**src/rtl/single_button_dimmer_control_assert.svh**
```systemverilog
// Assertion macros shared by the dimmer control RTL.
`ifndef SINGLE_BUTTON_DIMMER_CONTROL_ASSERT_SVH
`define SINGLE_BUTTON_DIMMER_CONTROL_ASSERT_SVH

`ifndef SYNTHESIS

`define SBD_ASSERT_SAME(label, ante, cons) \
    label: assert property (@(posedge clk) disable iff (!rst_n) (ante) |-> (cons)) \
        else $error("sbd: same-cycle check failed");

`define SBD_ASSERT_NEXT(label, ante, cons) \
    label: assert property (@(posedge clk) disable iff (!rst_n) (ante) |=> (cons)) \
        else $error("sbd: next-cycle check failed");

`else

`define SBD_ASSERT_SAME(label, ante, cons)

`define SBD_ASSERT_NEXT(label, ante, cons)

`endif

`endif

```
**src/rtl/sbd_pkg.sv**
```systemverilog
// Types, register indexes and reset values for the dimmer control.
`default_nettype none

package sbd_pkg;

    localparam int TickWidth  = 8;
    localparam int UnitWidth  = 8;
    localparam int DutyWidth  = 7;
    localparam int IndexWidth = 3;
    localparam int DataWidth  = 8;

    localparam logic [IndexWidth-1:0] RegDebounceTicks   = 3'd0;
    localparam logic [IndexWidth-1:0] RegLongPressUnits  = 3'd1;
    localparam logic [IndexWidth-1:0] RegShortPressLimit = 3'd2;
    localparam logic [IndexWidth-1:0] RegFullDuty        = 3'd3;

    localparam logic [TickWidth-1:0] DebounceTicksReset   = 8'd4;
    localparam logic [UnitWidth-1:0] LongPressUnitsReset  = 8'd15;
    localparam logic [UnitWidth-1:0] ShortPressLimitReset = 8'd10;
    localparam logic [DutyWidth-1:0] FullDutyReset        = 7'd100;

    localparam logic [UnitWidth-1:0] PressUnitsMax = 8'd255;

    typedef struct packed {
        logic [TickWidth-1:0] debounce_ticks;
        logic [UnitWidth-1:0] long_press_units;
        logic [UnitWidth-1:0] short_press_limit;
        logic [DutyWidth-1:0] full_duty;
    } sbd_cfg_t;

    typedef struct packed {
        logic [TickWidth-1:0] tick_count;
        logic [UnitWidth-1:0] press_units;
        logic                 long_press_seen;
        logic                 ramp_down;
        logic [DutyWidth-1:0] duty_now;
        logic [DutyWidth-1:0] duty_saved;
        logic                 on_status;
        logic                 report_pending;
    } sbd_state_t;

    typedef struct packed {
        logic [DutyWidth-1:0] duty_level;
        logic                 light_on;
        logic                 report_valid;
    } sbd_result_t;

endpackage

`default_nettype wire

```
**src/rtl/sbd_core.sv**
```systemverilog
// Dimmer state registers and the per-tick press, ramp and toggle logic.
`default_nettype none
`include "single_button_dimmer_control_assert.svh"

module sbd_core (
    input  wire logic                clk,
    input  wire logic                rst_n,
    input  wire logic                in_fire,
    input  wire logic                button,
    input  sbd_pkg::sbd_cfg_t        cfg,
    output sbd_pkg::sbd_result_t     result
);
    import sbd_pkg::*;

    sbd_state_t           st_reg;
    sbd_state_t           st_next;
    logic [TickWidth-1:0] tick_inc;
    logic                 short_hit;
    logic                 report;

    assign tick_inc  = st_reg.tick_count + 8'd1;
    assign short_hit = !st_reg.long_press_seen && (st_reg.press_units != '0)
                       && (st_reg.press_units < cfg.short_press_limit);

    always_comb
    begin
        st_next = st_reg;
        report  = 1'b0;
        if (in_fire)
        begin
            if (button)
            begin
                if (tick_inc <= cfg.debounce_ticks)
                begin
                    st_next.tick_count = tick_inc;
                end
                else
                begin
                    st_next.tick_count = '0;
                    if (st_reg.press_units != PressUnitsMax)
                    begin
                        st_next.press_units = st_reg.press_units + 8'd1;
                    end
                    if (st_next.press_units > cfg.long_press_units)
                    begin
                        st_next.long_press_seen = 1'b1;
                        if (!st_reg.ramp_down)
                        begin
                            if (st_reg.duty_now < cfg.full_duty)
                            begin
                                st_next.duty_now       = st_reg.duty_now + 7'd1;
                                st_next.duty_saved     = st_reg.duty_now + 7'd1;
                                st_next.report_pending = 1'b1;
                            end
                        end
                        else if (st_reg.duty_now != '0)
                        begin
                            st_next.duty_now       = st_reg.duty_now - 7'd1;
                            st_next.duty_saved     = st_reg.duty_now - 7'd1;
                            st_next.report_pending = 1'b1;
                        end
                    end
                end
            end
            else
            begin
                if (short_hit)
                begin
                    st_next.report_pending = 1'b1;
                    if (st_reg.duty_now != '0)
                    begin
                        st_next.duty_saved = st_reg.duty_now;
                        st_next.duty_now   = '0;
                        st_next.on_status  = 1'b0;
                    end
                    else
                    begin
                        if (st_reg.duty_saved == '0)
                        begin
                            st_next.duty_now   = cfg.full_duty;
                            st_next.duty_saved = cfg.full_duty;
                        end
                        else
                        begin
                            st_next.duty_now = st_reg.duty_saved;
                        end
                        st_next.on_status = 1'b1;
                    end
                end
                else if (st_reg.long_press_seen)
                begin
                    st_next.ramp_down = !st_reg.ramp_down;
                end
                if (st_next.duty_now == '0)
                begin
                    st_next.ramp_down = 1'b0;
                end
                if (st_next.duty_now == cfg.full_duty)
                begin
                    st_next.ramp_down = 1'b1;
                end
                st_next.tick_count      = '0;
                st_next.press_units     = '0;
                st_next.long_press_seen = 1'b0;
                report                  = st_next.report_pending;
                st_next.report_pending  = 1'b0;
            end
        end
    end

    always_ff @(posedge clk or negedge rst_n)
    begin
        if (!rst_n)
        begin
            st_reg <= '0;
        end
        else
        begin
            st_reg <= st_next;
        end
    end

    assign result.duty_level   = st_next.duty_now;
    assign result.light_on     = st_next.on_status;
    assign result.report_valid = report;

    `SBD_ASSERT_NEXT(a_release_clears, in_fire && !button, (st_reg.tick_count == '0) && (st_reg.press_units == '0) && !st_reg.long_press_seen && !st_reg.report_pending)
    `SBD_ASSERT_NEXT(a_units_no_drop, in_fire && button, st_reg.press_units >= $past(st_reg.press_units))
    `SBD_ASSERT_NEXT(a_duty_one_step, in_fire && button, (st_reg.duty_now == $past(st_reg.duty_now)) || (st_reg.duty_now == $past(st_reg.duty_now) + 7'd1) || (st_reg.duty_now + 7'd1 == $past(st_reg.duty_now)))
    `SBD_ASSERT_NEXT(a_full_ramps_down, in_fire && !button, (st_reg.duty_now != $past(cfg.full_duty)) || st_reg.ramp_down)

endmodule

`default_nettype wire

```
**src/rtl/single_button_dimmer_control.sv**
```systemverilog
// Top level of the single-button dimmer: config registers, core and output skid buffer.
//
//  channel | signals                                      | direction
//  --------+----------------------------------------------+----------
//  in      | in_valid, in_ready, button_pressed           | sink
//  out     | out_valid, out_ready, duty_level, light_on,  | source
//          | report_valid                                 |
//  cfg     | cfg_valid, cfg_ready, cfg_index, cfg_data    | sink
//
// One tick sample per clock while in_ready is high; the result is registered.
// The whole tick update is one combinational pass from the state registers.
// A two-entry output buffer (output register plus skid) keeps input flowing
// while a result waits; in_ready drops only when both entries are full.
// Reset clears core state and valid flags, loads register defaults; cfg_ready stays high.
`default_nettype none
`include "single_button_dimmer_control_assert.svh"

module single_button_dimmer_control (
    input  wire logic                            clk,
    input  wire logic                            rst_n,
    input  wire logic                            in_valid,
    output      logic                            in_ready,
    input  wire logic                            button_pressed,
    output      logic                            out_valid,
    input  wire logic                            out_ready,
    output      logic [sbd_pkg::DutyWidth-1:0]   duty_level,
    output      logic                            light_on,
    output      logic                            report_valid,
    input  wire logic                            cfg_valid,
    output      logic                            cfg_ready,
    input  wire logic [sbd_pkg::IndexWidth-1:0]  cfg_index,
    input  wire logic [sbd_pkg::DataWidth-1:0]   cfg_data
);
    import sbd_pkg::*;

    sbd_cfg_t    cfg_reg;
    sbd_result_t core_result;
    sbd_result_t out_reg;
    sbd_result_t skid_reg;
    logic        out_valid_reg;
    logic        skid_valid_reg;
    logic        in_fire;
    logic        out_load;

    assign cfg_ready = 1'b1;
    assign in_ready  = !skid_valid_reg;
    assign in_fire   = in_valid && in_ready;
    assign out_load  = !out_valid_reg || out_ready;

    always_ff @(posedge clk or negedge rst_n)
    begin
        if (!rst_n)
        begin
            cfg_reg.debounce_ticks    <= DebounceTicksReset;
            cfg_reg.long_press_units  <= LongPressUnitsReset;
            cfg_reg.short_press_limit <= ShortPressLimitReset;
            cfg_reg.full_duty         <= FullDutyReset;
        end
        else if (cfg_valid && cfg_ready)
        begin
            case (cfg_index)
                RegDebounceTicks:   cfg_reg.debounce_ticks    <= cfg_data;
                RegLongPressUnits:  cfg_reg.long_press_units  <= cfg_data;
                RegShortPressLimit: cfg_reg.short_press_limit <= cfg_data;
                RegFullDuty:        cfg_reg.full_duty         <= cfg_data[DutyWidth-1:0];
                default:            ;
            endcase
        end
    end

    sbd_core u_core (
        .clk     (clk),
        .rst_n   (rst_n),
        .in_fire (in_fire),
        .button  (button_pressed),
        .cfg     (cfg_reg),
        .result  (core_result)
    );

    // advance the output register from the skid entry first, else from the core
    always_ff @(posedge clk or negedge rst_n)
    begin
        if (!rst_n)
        begin
            out_valid_reg  <= 1'b0;
            skid_valid_reg <= 1'b0;
        end
        else
        begin
            if (out_load)
            begin
                out_valid_reg  <= skid_valid_reg || in_fire;
                skid_valid_reg <= 1'b0;
            end
            else if (in_fire)
            begin
                skid_valid_reg <= 1'b1;
            end
        end
    end

    always_ff @(posedge clk)
    begin
        if (out_load)
        begin
            out_reg <= skid_valid_reg ? skid_reg : core_result;
        end
        if (in_fire && !out_load)
        begin
            skid_reg <= core_result;
        end
    end

    assign out_valid    = out_valid_reg;
    assign duty_level   = out_reg.duty_level;
    assign light_on     = out_reg.light_on;
    assign report_valid = out_reg.report_valid;

    `SBD_ASSERT_SAME(a_skid_behind_out, skid_valid_reg, out_valid_reg)
    `SBD_ASSERT_NEXT(a_fire_fills_out, in_fire && !out_valid_reg, out_valid_reg)
    `SBD_ASSERT_NEXT(a_stall_fills_skid, in_fire && out_valid_reg && !out_ready, skid_valid_reg)

endmodule

`default_nettype wire

```
**config.mk**
```make
export PLATFORM = sky130hd
export DESIGN_NAME = single_button_dimmer_control
export DESIGN_NICKNAME = d
export VERILOG_FILES = /design/src/rtl/sbd_pkg.sv /design/src/rtl/sbd_core.sv /design/src/rtl/single_button_dimmer_control.sv
export VERILOG_INCLUDE_DIRS = /design/src /design/src/rtl
export SDC_FILE = /design/constraint.sdc
export NUM_CORES = 1
export LEC_CHECK = 0
export BUFFER_PORTS_ARGS = -buffer_cell sky130_fd_sc_hd__buf_2
export CAP_MARGIN = 20
export CORE_MARGIN = 2
export CORE_UTILIZATION = 50
export DETAILED_ROUTE_END_ITERATION = 10
export PLACE_DENSITY = 0.67
export SLEW_MARGIN = 40
export SYNTH_ARGS = -nofsm -noshare
export SYNTH_HDL_FRONTEND = slang
export SYNTH_SLANG_ARGS = --single-unit
```
**constraint.sdc**
```tcl
create_clock -name clk -period 3.6 [get_ports clk]
set_input_delay 0.72 -clock clk [delete_from_list [all_inputs] [get_ports clk]]
set_output_delay 0.72 -clock clk [all_outputs]
set_load 0.1 [all_outputs]
```
==> results.py <==
metrics = {
    "worst_setup_path": {
        "critPathLaunchType": "register",
        "crit_path_end_kind": "register",
        "arrival_ns": 3.51,
        "worstPathRequired_ns": 3.72,
        "worstSetupPathType": "reg2reg",
        "crit_fanout": 9,
        "timing.reg2reg.setup_slack_ns": 0.21,
    },
    "cells_and_area": {
        "finalNonFillerCells": 752,
        "nets": 664,
        "largest_register_ff_count": 34,
        "drive_gt1_share_pct": 19.0,
        "fill_cells": 939,
        "antenna_cells": 0,
        "area_growth_pct": 10.8,
    },
    "logic_synthesis": {
        "synth-edff-count": 18,
        "synth_seq_cells": 85,
        "synth_cell_types": 75,
        "async_reset_ff_share_pct": 78.8,
        "yosys_warnings": 0,
        "ys_seq_area_share_pct": 41.3,
        "synthesis.nets": 630,
        "syn_area_per_cell_um2": 9.35,
        "synth.cell_area_um2": 5400,
        "synth_cells": 577,
        "synthFlopType": "dfrtp_1",
    },
    "clock_network": {
        "clk_pin_slew_ns": 0.08,
        "clk_latency_ns": 0.36,
        "clk_path_buf_depth": 2,
        "cts_tree": "yes",
        "numCtsBuffers": 9,
        "postCtsSetupRepairBufs": 0,
        "htree_levels": 3,
        "cts_resized": 0,
        "cts_hold_buffers": 0,
        "root_buffer": "clkbuf_8",
        "cts.sinks": 85,
    },
    "detailed_routing": {
        "viasPerCell": 6.19,
        "drtIter0Drc": 521,
        "vias": 4654,
        "wl_per_cell_um": 18.6,
        "first_pass_iters": 5,
        "routed_wl_um": 14000,
        "drc": 0,
        "ant_nets": 0,
    },
    "timing": {
        "slew_headroom_pct": 54.2,
        "rsz0062_at_grt": "no",
        "tns_ns": 0,
        "fmax_ghz": 0.295,
        "setup_viol": 0,
        "worstMarginPinSlew_ns": 0.685,
        "min_period_ns": 3.39,
        "fin_crit_sh_pct": 94.2,
        "clock-skew-final_ns": 0.00884,
        "finalHoldViolCount": 0,
        "slew_viol_final": 0,
    },
    "power_and_ir_drop": {
        "p_leak_nw": 2.58,
        "power_density_nw_per_um2": 515,
        "ir_drop_mv": 0.235,
    },
    "floorplan": {
        "pin_count": 29,
        "die_area_um2": 11600,
        "start_util_pct": 51.8,
        "rows": 37,
        "core_area_um2": 10400,
        "fp.dieW_um": 108,
        "die_h_um": 108,
    },
    "grt": {
        "antenna_found_initial": 0,
        "grt_start_max_net_pins": 38,
        "first_global_vias": 4340,
        "track_usage_pct": 25.7,
        "grt_overflow": 0,
        "grt_first_pass_wirelength_um": 22800,
    },
    "run_status": {
        "status": "completed",
    },
    "worst_hold_path": {
        "hp-class": "in2async",
    },
    "placement": {
        "dp_cells": 736,
        "io_buffers": 27,
        "post-dp-hpwl_um": 10600,
        "routabilityCongestion": 1.01,
    },
    "job": {
        "drv_cap": 0,
    },
}
layout by cell type (no fill, tap or decap), types with 14 or more instances in the layout:
master	instances
nand2_1	57
mux2_2	19
nand3_1	20
buf_4	19
ha_1	35
xnor2_1	14
edfxtp_1	18
a21oi_1	24
buf_2	27
inv_1	42
dfrtp_1	57
nor2_1	46
o21ai_0	45
path summary, 6_finish.rpt:
path	start	to	cells after the start
worst max register to register	u_core.st_reg[18]$_DFFE_PN0P_	duty_level[5]$_DFFE_PN_	14
max in group asynchronous	rst_n	u_core.st_reg[13]$_DFF_PN0_	3
worst min-delay path	rst_n	cfg_reg[9]$_DFFE_PN0P_	2
min in group clk	u_core.st_reg[0]$_DFFE_PN0P_	u_core.st_reg[0]$_DFFE_PN0P_	2
worst max-delay path	u_core.st_reg[18]$_DFFE_PN0P_	duty_level[5]$_DFFE_PN_	14
worst min register to register	u_core.st_reg[0]$_DFFE_PN0P_	u_core.st_reg[0]$_DFFE_PN0P_	2
area by class of cell:
class | count | area, um2 | area share [%]
clock buffer | 11 | 141 | 2.36
clock inverter | 5 | 73.8 | 1.23
inverter | 45 | 169 | 2.82
multi-input combinational | 423 | 2900 | 48.5
sequential | 85 | 2230 | 37.3
tap | 136 | 170 | 2.85
timing repair buffer | 47 | 298 | 4.98
critical path, cell delays in order, from the launching register on:
cell       delay, ns
dfrtp_1         0.43
ha_2            0.26
nand3_1         0.12
or2_2           0.36
nand3_1         0.12
o21a_1          0.15
ha_1            0.25
and4_1          0.17
nand2b_1        0.14
o2bb2ai_1       0.23
nand3_2         0.18
buf_4           0.23
nand3_1         0.10
nand4_2         0.13
mux2_2          0.28
Yosys cell counts, types with 3 or more instances:
cell	n	area (um2)
nor2_1	49	184
mux2_2	19	214
a21oi_1	24	120
a32o_1	7	70.1
clkbuf_1	14	52.6
and3_1	6	37.5
xnor2_1	14	123
a22o_1	4	35.0
buf_2	4	20.0
nor4_1	4	25.0
dfrtp_1	57	1430
o21ai_0	46	230
edfxtp_1	18	541
o31ai_1	5	37.5
inv_1	42	158
buf_4	3	22.5
nand2b_1	5	31.3
o211ai_1	3	22.5
ha_1	36	450
nor2b_1	4	25.0
or3_1	3	18.8
o21a_1	8	60.1
a31oi_1	11	68.8
a22oi_1	3	22.5
a211oi_1	6	45.0
nand3_1	21	105
nand2_1	57	214
o22ai_1	10	62.6
xor2_1	4	35.0
nor3_1	9	45.0
dfstp_2	10	263
mux2i_1	6	60.1
a21o_1	7	52.6
nand4_1	7	43.8
routing by layer:
layer  vias to the layer above  GRT usage, %  routed length, um
met4                         0          8.06                237
met1                      2278          38.5               6690
met2                       190          37.2               6110
met5                         -             0                  0
li1                       2166             -                  -
met3                        20          5.63                963
kinds of logic (layout without fill, tap and decap cells):
kind of cell,Yosys count,in the layout,synth area share (%)
DFF,85,85,41.3
xor gates and xnor gates,18,18,2.92
adders and majority gates,36,36,8.34
AOI/OAI and AO/OA,160,160,20.1
and+or+nand+nor,183,183,16.8
other,1,1,0.0695
muxes,25,25,5.08
buffers and inverters,69,108,5.38
through the flow:
stage | total power, mW | area, um2 | hold slack, ns | utilization [%] | setup WS (ns)
after floorplan | 2.05 | 5400 | 0.424 | - | 0.484
after detailed placement | 2.33 | 5740 | 0.490 | 55.1 | 0.113
after global routing | 3.27 | 5980 | 0.423 | 57.4 | 0.0181
after global placement | 2.30 | 5720 | 0.495 | 55.0 | 0.245
after CTS | 3.08 | 5960 | 0.395 | 57.2 | 0.0879
final | 3.08 | 5980 | 0.396 | 57.4 | 0.209
power by group:
part           internal, mW  total (mW)  switching, mW
Clock                 0.405       0.736          0.331
Sequential             1.15        1.27          0.122
Combinational         0.371        1.07          0.702
Note: power is estimated with default switching activity, not from simulation.
